`src/hdl/msh_pkg.sv`:
```
// ----------------------------------------------------------------------------
// msh_pkg: shared types and constants for the multi-mode string hash
// Mode codes, transaction payloads and the running hash state.
// ----------------------------------------------------------------------------
package msh_pkg;

    localparam int HASH_W          = 32;
    localparam int BUCKET_W        = 10;
    localparam int BUCKETS_DEFAULT = 1024;

    typedef enum logic [2:0] {
        MODE_ZERO    = 3'd0,
        MODE_LENGTH  = 3'd1,
        MODE_FIRST   = 3'd2,
        MODE_SUM     = 3'd3,
        MODE_DJB2    = 3'd4,
        MODE_ROTXOR  = 3'd5,
        MODE_CRC32   = 3'd6,
        MODE_CRC32C  = 3'd7
    } mode_t;

    localparam mode_t MODE_RESET = MODE_CRC32;

    typedef struct packed {
        logic [7:0] data_byte;
        logic       last_byte;
    } in_item_t;

    typedef struct packed {
        logic [HASH_W-1:0]   hash_value;
        logic [BUCKET_W-1:0] bucket_index;
    } out_item_t;

    // State carried from one byte of a string to the next
    typedef struct packed {
        logic [HASH_W-1:0] running_hash;
        logic [31:0]       byte_count;
        logic [7:0]        first_char;
    } msh_state_t;

endpackage

```
`src/hdl/multi_mode_string_hash.sv`:
```
// ----------------------------------------------------------------------------
// multi_mode_string_hash: byte-stream string hasher with eight modes
// Zero, length, first byte, sum, djb2, rotate-xor, CRC-32 and CRC-32C.
// ----------------------------------------------------------------------------
//
//   channel | handshake            | payload            | direction
//   --------+----------------------+--------------------+----------
//   in      | in_valid / in_stall  | in_data (in_item_t)  | in
//   out     | out_valid / out_stall| out_data (out_item_t)| out
//   cfg     | cfg_valid / cfg_ready| cfg_data (hash_mode) | in
//
// One byte transaction per cycle while in_stall is low. The byte update (CRC, djb2 and the rest)
// sits between the state register and itself, so strings stream without gaps.
// A last byte passes hash register, reciprocal product and remainder into the
// output register, whose valid bit drives out_valid. in_stall rises only when
// all three result stages hold data and out_stall is high. Reset clears the
// string state (CRC-32 start value) and mode = CRC-32.
//
module multi_mode_string_hash #(
    parameter int BUCKETS = msh_pkg::BUCKETS_DEFAULT
) (
    input  logic                clk,
    input  logic                rst_n,
    input  logic                in_valid,
    output logic                in_stall,
    input  msh_pkg::in_item_t   in_data,
    output logic                out_valid,
    input  logic                out_stall,
    output msh_pkg::out_item_t  out_data,
    input  logic                cfg_valid,
    output logic                cfg_ready,
    input  logic [2:0]          cfg_data
);
    import msh_pkg::*;

    mode_t              mode_reg;
    msh_state_t         state_reg;
    msh_state_t         state_next;
    logic [HASH_W-1:0]  hash_fin;
    logic               hash_stall;
    logic               in_accept;

    // Config is to be written only while idle; the block does not enforce it. Always ready.
    assign cfg_ready = 1'b1;

    always_ff @(posedge clk or negedge rst_n)
    begin
        if (!rst_n)
            mode_reg <= MODE_RESET;
        else if (cfg_valid && cfg_ready)
            mode_reg <= mode_t'(cfg_data);
    end

    // Byte update: next running hash, count and first char
    msh_update u_update (
        .mode       (mode_reg),
        .state      (state_reg),
        .data_byte  (in_data.data_byte),
        .last_byte  (in_data.last_byte),
        .state_next (state_next),
        .hash_fin   (hash_fin)
    );

    // Whole input waits when the result pipe is full
    assign in_stall  = hash_stall;
    assign in_accept = in_valid && !in_stall;

    always_ff @(posedge clk or negedge rst_n)
    begin
        if (!rst_n)
        begin
            state_reg.running_hash <= '1;
            state_reg.byte_count   <= '0;
            state_reg.first_char   <= '0;
        end
        else if (in_accept)
        begin
            state_reg <= state_next;
        end
    end

    // Final hash of a string goes to the bucket pipeline on its last byte
    msh_bucket #(
        .BUCKETS (BUCKETS)
    ) u_bucket (
        .clk        (clk),
        .rst_n      (rst_n),
        .hash_valid (in_valid && in_data.last_byte),
        .hash_in    (hash_fin),
        .hash_stall (hash_stall),
        .out_valid  (out_valid),
        .out_stall  (out_stall),
        .out_data   (out_data)
    );

endmodule

```
`src/hdl/msh_update.sv`:
```
// ----------------------------------------------------------------------------
// msh_update: per-byte hash update
// Combinational next state and final hash for one byte in the selected mode.
// ----------------------------------------------------------------------------
module msh_update (
    input  msh_pkg::mode_t                 mode,
    input  msh_pkg::msh_state_t            state,
    input  logic [7:0]                     data_byte,
    input  logic                           last_byte,
    output msh_pkg::msh_state_t            state_next,
    output logic [msh_pkg::HASH_W-1:0]     hash_fin
);
    import msh_pkg::*;

    localparam logic [31:0] CRC32_POLY  = 32'hEDB88320;
    localparam logic [31:0] CRC32C_POLY = 32'h82F63B78;
    localparam logic [31:0] ALL_ONES    = 32'hFFFFFFFF;
    localparam logic [31:0] DJB_START   = 32'd5381;

    function automatic logic [31:0] crc_byte(input logic [31:0] crc_in,
                                             input logic [7:0]  b,
                                             input logic [31:0] poly);
        logic [31:0] c;
        c = crc_in ^ {24'd0, b};
        for (int k = 0; k < 8; k++) begin
            c = c[0] ? ((c >> 1) ^ poly) : (c >> 1);
        end
        return c;
    endfunction

    logic        start;
    logic [31:0] base;
    logic [7:0]  first;
    logic [31:0] hash_new;

    assign start = (state.byte_count == 32'd0);
    assign first = start ? data_byte : state.first_char;

    always_comb
    begin
        if (!start)
            base = state.running_hash;
        else if (mode == MODE_DJB2)
            base = DJB_START;
        else if (mode == MODE_CRC32)
            base = ALL_ONES;
        else
            base = 32'd0;
    end

    always_comb
    begin
        unique case (mode)
            MODE_ZERO:   hash_new = 32'd0;
            MODE_LENGTH: hash_new = state.byte_count + 32'd1;
            MODE_FIRST:  hash_new = {24'd0, first};
            MODE_SUM:    hash_new = base + {24'd0, data_byte};
            MODE_DJB2:   hash_new = (base << 5) + base + {24'd0, data_byte};
            MODE_ROTXOR:
            begin
                // nibble swap of the first byte, xor the second, ignore the rest
                if (start)
                    hash_new = {24'd0, data_byte[3:0], data_byte[7:4]};
                else if (state.byte_count == 32'd1)
                    hash_new = base ^ {24'd0, data_byte};
                else
                    hash_new = base;
            end
            MODE_CRC32:  hash_new = crc_byte(base, data_byte, CRC32_POLY);
            MODE_CRC32C: hash_new = crc_byte(base, data_byte, CRC32C_POLY);
        endcase
    end

    assign state_next.running_hash = hash_new;
    assign state_next.first_char   = first;
    assign state_next.byte_count   = last_byte ? 32'd0 : state.byte_count + 32'd1;

    assign hash_fin = (mode == MODE_CRC32) ? ~hash_new : hash_new;

endmodule

```
`src/hdl/msh_bucket.sv`:
```
// ----------------------------------------------------------------------------
// msh_bucket: bucket index pipeline and result register
// Three stages: hash register, reciprocal product, remainder and output.
// ----------------------------------------------------------------------------
module msh_bucket #(
    parameter int BUCKETS = msh_pkg::BUCKETS_DEFAULT
) (
    input  logic                        clk,
    input  logic                        rst_n,
    input  logic                        hash_valid,
    input  logic [msh_pkg::HASH_W-1:0]  hash_in,
    output logic                        hash_stall,
    output logic                        out_valid,
    input  logic                        out_stall,
    output msh_pkg::out_item_t          out_data
);
    import msh_pkg::*;

    // q = floor(h * RECIP / 2^SHIFT) is exact or one short, so r < 2*BUCKETS
    localparam int          LOG_B      = $clog2(BUCKETS);
    localparam int          SHIFT      = 32 + LOG_B;
    localparam logic [63:0] RECIP_FULL = (64'd1 << SHIFT) / 64'(BUCKETS);
    localparam logic [32:0] RECIP      = RECIP_FULL[32:0];
    localparam logic [31:0] DIVISOR    = 32'(BUCKETS);

    logic                v1_reg, v2_reg, v3_reg;
    logic [HASH_W-1:0]   h1_reg, h2_reg;
    logic [64:0]         p2_reg;
    out_item_t           out_reg;
    logic                rdy1, rdy2, rdy3;

    logic [64:0]         p_next;
    logic [31:0]         quot;
    logic [31:0]         qb_full;
    logic [31:0]         rem_raw;
    logic [31:0]         rem_fix;

    assign rdy3 = !v3_reg || !out_stall;
    assign rdy2 = !v2_reg || rdy3;
    assign rdy1 = !v1_reg || rdy2;
    assign hash_stall = !rdy1;

    assign p_next  = {33'd0, h1_reg} * {32'd0, RECIP};
    assign quot    = 32'(p2_reg >> SHIFT);
    // only the low 32 bits of q*B matter for the remainder
    assign qb_full = quot * DIVISOR;
    assign rem_raw = h2_reg - qb_full;
    assign rem_fix = (rem_raw >= DIVISOR) ? rem_raw - DIVISOR : rem_raw;

    always_ff @(posedge clk or negedge rst_n)
    begin
        if (!rst_n)
        begin
            v1_reg <= 1'b0;
            v2_reg <= 1'b0;
            v3_reg <= 1'b0;
        end
        else
        begin
            if (rdy1)
                v1_reg <= hash_valid;
            if (rdy2)
                v2_reg <= v1_reg;
            if (rdy3)
                v3_reg <= v2_reg;
        end
    end

    always_ff @(posedge clk)
    begin
        if (rdy1 && hash_valid)
            h1_reg <= hash_in;
        if (rdy2 && v1_reg)
        begin
            h2_reg <= h1_reg;
            p2_reg <= p_next;
        end
        if (rdy3 && v2_reg)
        begin
            out_reg.hash_value   <= h2_reg;
            out_reg.bucket_index <= rem_fix[BUCKET_W-1:0];
        end
    end

    assign out_valid = v3_reg;
    assign out_data  = out_reg;

endmodule

```
`config.mk`:
```
export PLATFORM = sky130hd
export DESIGN_NAME = multi_mode_string_hash
export DESIGN_NICKNAME = d
export VERILOG_FILES = /design/src/hdl/msh_pkg.sv /design/src/hdl/multi_mode_string_hash.sv /design/src/hdl/msh_update.sv /design/src/hdl/msh_bucket.sv
export SDC_FILE = /design/constraint.sdc
export NUM_CORES = 1
export LEC_CHECK = 0
export BUFFER_PORTS_ARGS = -buffer_cell sky130_fd_sc_hd__buf_2
export CAP_MARGIN = 20
export CORE_ASPECT_RATIO = 0.7
export CORE_MARGIN = 4
export CORE_UTILIZATION = 34
export DETAILED_ROUTE_END_ITERATION = 10
export SLEW_MARGIN = 20
export SYNTH_ARGS = -nofsm -noshare
export SYNTH_HDL_FRONTEND = slang
export SYNTH_SLANG_ARGS = --single-unit
```
`constraint.sdc`:
```
create_clock -name clk -period 6.52 [get_ports clk]
set_clock_uncertainty 0.1 [all_clocks]
set_input_delay 0 -clock clk [delete_from_list [all_inputs] [get_ports clk]]
set_output_delay 0 -clock clk [all_outputs]
set_load 0.005 [all_outputs]
```
==> impl_summary.log <==
[metrics] peak ir drop on the vdd network: 0.312 mV
[metrics] total routing resource utilization after global routing: 0.231
[metrics] total power per unit cell area: 475 mW/mm^2
[metrics] worst-case setup margin in the final layout: 500 ps
[metrics] total of buffers placed on input and output ports: 60
[metrics] synthesized cell area: 0.0134 sq mm
[metrics] sequential cell fraction of total power: 0.241
[metrics] IO Pins: 62
[metrics] Routed WL per cell: 24.6 um
[metrics] Detail Placement HPWL: 37,300 um
[metrics] number of buffers between clock root and the deepest sink: 2
[metrics] clock group share of total power: 0.150
[metrics] maximum capacitance violations: 0
[metrics] final hold vios: 0
[metrics] fraction of final layout cells with drive strength greater than 1: 0.152
[metrics] number of DRC markers in iteration 0: 1,727
[metrics] CTS Root Cell: sky130_fd_sc_hd__clkbuf_16
[metrics] data required time of the critical path: 6630 ps
[metrics] worst min-delay path category: primary input to register
[metrics] Floorplan Core Area: 0.0387 sq mm
[metrics] most frequently used cell type in the post-synthesis netlist: sky130_fd_sc_hd__nand2_1
[metrics] pre-CTS setup slack: 676 ps
[metrics] area of the die: 0.0429 sq mm
[metrics] remaining design rule violation count: 0
[metrics] aggregate routed wire length: 49,800 um
[metrics] row cnt: 60
[metrics] vias per inst: 5.94
[metrics] global-route wire length before repair: 74,700 um
[metrics] Die Span X: 246 um
[metrics] switch share: 0.479
[metrics] number of buffers created by CTS: 17
[metrics] fraction of the yosys area taken by sequential cells: 0.363
[metrics] Final #Nets: 1,582
[metrics] switching power total: 3.43 mW
[metrics] fraction of power consumed by combinational cells: 0.609
[metrics] proportion of register bits with asynchronous set or reset after synthesis: 0.448
[metrics] category of the most critical setup path: register to register
[metrics] mean instance size in the synthesized netlist: 9.23 sq um
[metrics] setup repair after global routing missed its margin: no
[metrics] setup violators final: 0
[metrics] filler instances: 3,963
[metrics] antenna violations before repair: 0
[metrics] net count after synthesis: 1,550
[metrics] post-synthesis register bit count: 174
[metrics] top cells by count, synth: 129 x sky130_fd_sc_hd__nand2_1, 128 x sky130_fd_sc_hd__xnor2_1, 96 x sky130_fd_sc_hd__edfxtp_1, 86 x sky130_fd_sc_hd__nor2_1, 84 x sky130_fd_sc_hd__a21oi_1
[metrics] sequential standard cell area: 0.00488 sq mm
[metrics] remaining antenna violation count: 0
[metrics] Area growth, synth to finish: 12.0%
[metrics] number of instances in the synthesized netlist: 1,457
[metrics] CTS tree: built
[metrics] commonest register cell after synthesis: sky130_fd_sc_hd__edfxtp_1
[metrics] library cell occupying the most area in the post-synthesis netlist: sky130_fd_sc_hd__edfxtp_1
[metrics] number of gates resized after cts: 0
[metrics] Max transition margin: 0.207
[metrics] post-CTS setup buffer count: 0
[metrics] arrival time worst endpoint: 6130 ps
[metrics] n_diodes: 0
[metrics] timing-limited maximum frequency: 166 MHz
[metrics] EDFF count, synth: 96
[metrics] type of destination of the critical path: register
[metrics] area occupied by multi-input gates: 0.00794 sq mm
[metrics] First-pass DRT Iterations: 8
[metrics] shortest clock period the worst path allows after layout: 6020 ps
[metrics] largest cells by area after synthesis: sky130_fd_sc_hd__edfxtp_1 21%, sky130_fd_sc_hd__xnor2_1 8.3%, sky130_fd_sc_hd__dfrtp_1 8.2%
[metrics] number of flip-flops in the largest register: 72
[metrics] slew at the pin with the worst max-slew slack: 1190 ps
[metrics] sum of negative setup slack: 0 ps
[metrics] vias in the first global route: 11,286
[metrics] number of buffers inserted by hold repair at cts: 17
[metrics] synth warn: 0
[metrics] final worst-path cycle share: 0.923
[metrics] number of pins with negative max-slew slack in the final report: 0
[metrics] DR vias: 12,048
[metrics] H-tree levels: 4
[metrics] final global-route overflow total: 0
[metrics] CP startpoint kind: register
[metrics] effective utilization at floorplan: 0.347
[metrics] critical path fanouts, max: 16
[metrics] Leakage: 5.88 nW
[metrics] latest clock arrival within the worst-skew pair: 470 ps
[metrics] Die Span Y: 174 um
[metrics] number of library cell types mapped by synthesis: 86
[metrics] Sinks on Clock Net: 174
[metrics] routability-driven placement congestion ratio: 1.01
[metrics] largest net degree at the start of global routing: 61
[metrics] status: finished clean
[metrics] Clock transition at path regs: 80 ps
[metrics] fraction of post-synthesis cell area in the top cell type by area: 0.214
[metrics] internal power: 3.72 mW
-- area by class of cell --
type / count / area share
inverters: 51 / 0.0127
multi-input cells: 1127 / 0.527
well taps: 527 / 0.0438
repair buffers: 118 / 0.0527
clock inverters: 14 / 0.0111
clock buffers: 18 / 0.0285
flip-flops and latches: 174 / 0.324
-- layer usage --
metal  wire (um)  global-route usage  vias to the layer above
met1       23600               0.358                     5900
met5           0                   0                        -
met2       19600               0.314                      662
li1            -                   -                     5434
met4         721              0.0491                        0
met3        5890              0.0678                       52
-- cells by family after synthesis --
| group | count (synthesis) | share of synthesized area |
|---|---|---|
| buffers and inverters | 156 | 0.0504 |
| xor gates and xnor gates | 181 | 0.124 |
| AOI/OAI and AO/OA | 416 | 0.203 |
| adders and majority gates | 76 | 0.0752 |
| DFF | 174 | 0.363 |
| and+or+nand+nor | 420 | 0.158 |
| muxes | 33 | 0.0261 |
| other | 1 | 0.000279 |
-- placed cells by master, fill, tap and decap left out, types with 27 or more instances in the layout --
cell type,n
sky130_fd_sc_hd__ha_1,68
sky130_fd_sc_hd__a31oi_1,36
sky130_fd_sc_hd__nand3_1,36
sky130_fd_sc_hd__dfstp_2,34
sky130_fd_sc_hd__dfrtp_1,44
sky130_fd_sc_hd__buf_2,59
sky130_fd_sc_hd__xor2_1,46
sky130_fd_sc_hd__a21oi_1,84
sky130_fd_sc_hd__xnor2_1,128
sky130_fd_sc_hd__nor2_1,83
sky130_fd_sc_hd__nand4_1,27
sky130_fd_sc_hd__o31ai_1,27
sky130_fd_sc_hd__o21ai_0,80
sky130_fd_sc_hd__edfxtp_1,96
sky130_fd_sc_hd__nand2_1,127
sky130_fd_sc_hd__inv_1,49
sky130_fd_sc_hd__buf_4,41
-- power by group through the flow --
| stage | sequential [mW] | clock [mW] | combinational, mW |
|---|---|---|---|
| CTS | 1.71 | 1.10 | 4.21 |
| global route | 1.74 | 1.15 | 4.62 |
| global placement | 1.73 | 0 | 4.18 |
| finish | 1.72 | 1.07 | 4.35 |
| detailed placement | 1.73 | 0 | 4.17 |
| floorplan | 1.58 | 0 | 2.97 |
-- path summary, 6_finish.rpt --
kind                                               from                              to  slack, ps  depth (start not counted)
max                           state_reg[12]$_DFFE_PN0P_   u_bucket.h1_reg[31]$_DFFE_PP_        500                         20
min                                          in_data[0]       state_reg[38]$_DFFE_PN0P_         90                          4
max reg2reg                   state_reg[12]$_DFFE_PN0P_   u_bucket.h1_reg[31]$_DFFE_PP_        500                         20
min reg2reg                u_bucket.h2_reg[6]$_DFFE_PP_  u_bucket.out_data[6]$_DFFE_PP_        320                          0
max in group asynchronous                         rst_n        state_reg[4]$_DFFE_PN0P_       5380                          3
min in group asynchronous                         rst_n       state_reg[44]$_DFFE_PN1P_        210                          2
-- stage by stage --
stage / hold slack (ps) / utilization / power (mW) / cells / instance area [sq um]
2_1_floorplan: -396 / - / 4.55 / 1457 / 13400
3_3_place_gp: -119 / 0.369 / 5.91 / 1980 / 14300
3_5_place_dp: -111 / 0.369 / 5.89 / 1980 / 14300
4_1_cts: 53.5 / 0.389 / 7.01 / 2029 / 15100
5_1_grt: 102 / 0.389 / 7.51 / 2029 / 15100
6_report: 85.3 / 0.389 / 7.15 / 2029 / 15100
-- critical path, cell delays in order (launching register included) --
cell and delay, ps:
sky130_fd_sc_hd__dfrtp_1 470, sky130_fd_sc_hd__nor4_2 390, sky130_fd_sc_hd__and4_1 320, sky130_fd_sc_hd__buf_4 240, sky130_fd_sc_hd__nand3_2 280, sky130_fd_sc_hd__buf_4 340
sky130_fd_sc_hd__nand2_1 80, sky130_fd_sc_hd__nand2_1 150, sky130_fd_sc_hd__ha_1 360, sky130_fd_sc_hd__ha_1 170, sky130_fd_sc_hd__inv_1 70, sky130_fd_sc_hd__fa_1 460
sky130_fd_sc_hd__nor2b_1 190, sky130_fd_sc_hd__o311a_1 320, sky130_fd_sc_hd__o21a_1 170, sky130_fd_sc_hd__o21ai_0 160, sky130_fd_sc_hd__buf_4 190, sky130_fd_sc_hd__a21oi_1 500
sky130_fd_sc_hd__o21ai_0 330, sky130_fd_sc_hd__xnor2_1 320, sky130_fd_sc_hd__a21oi_1 120
Note: power is estimated with default switching activity, not from simulation.
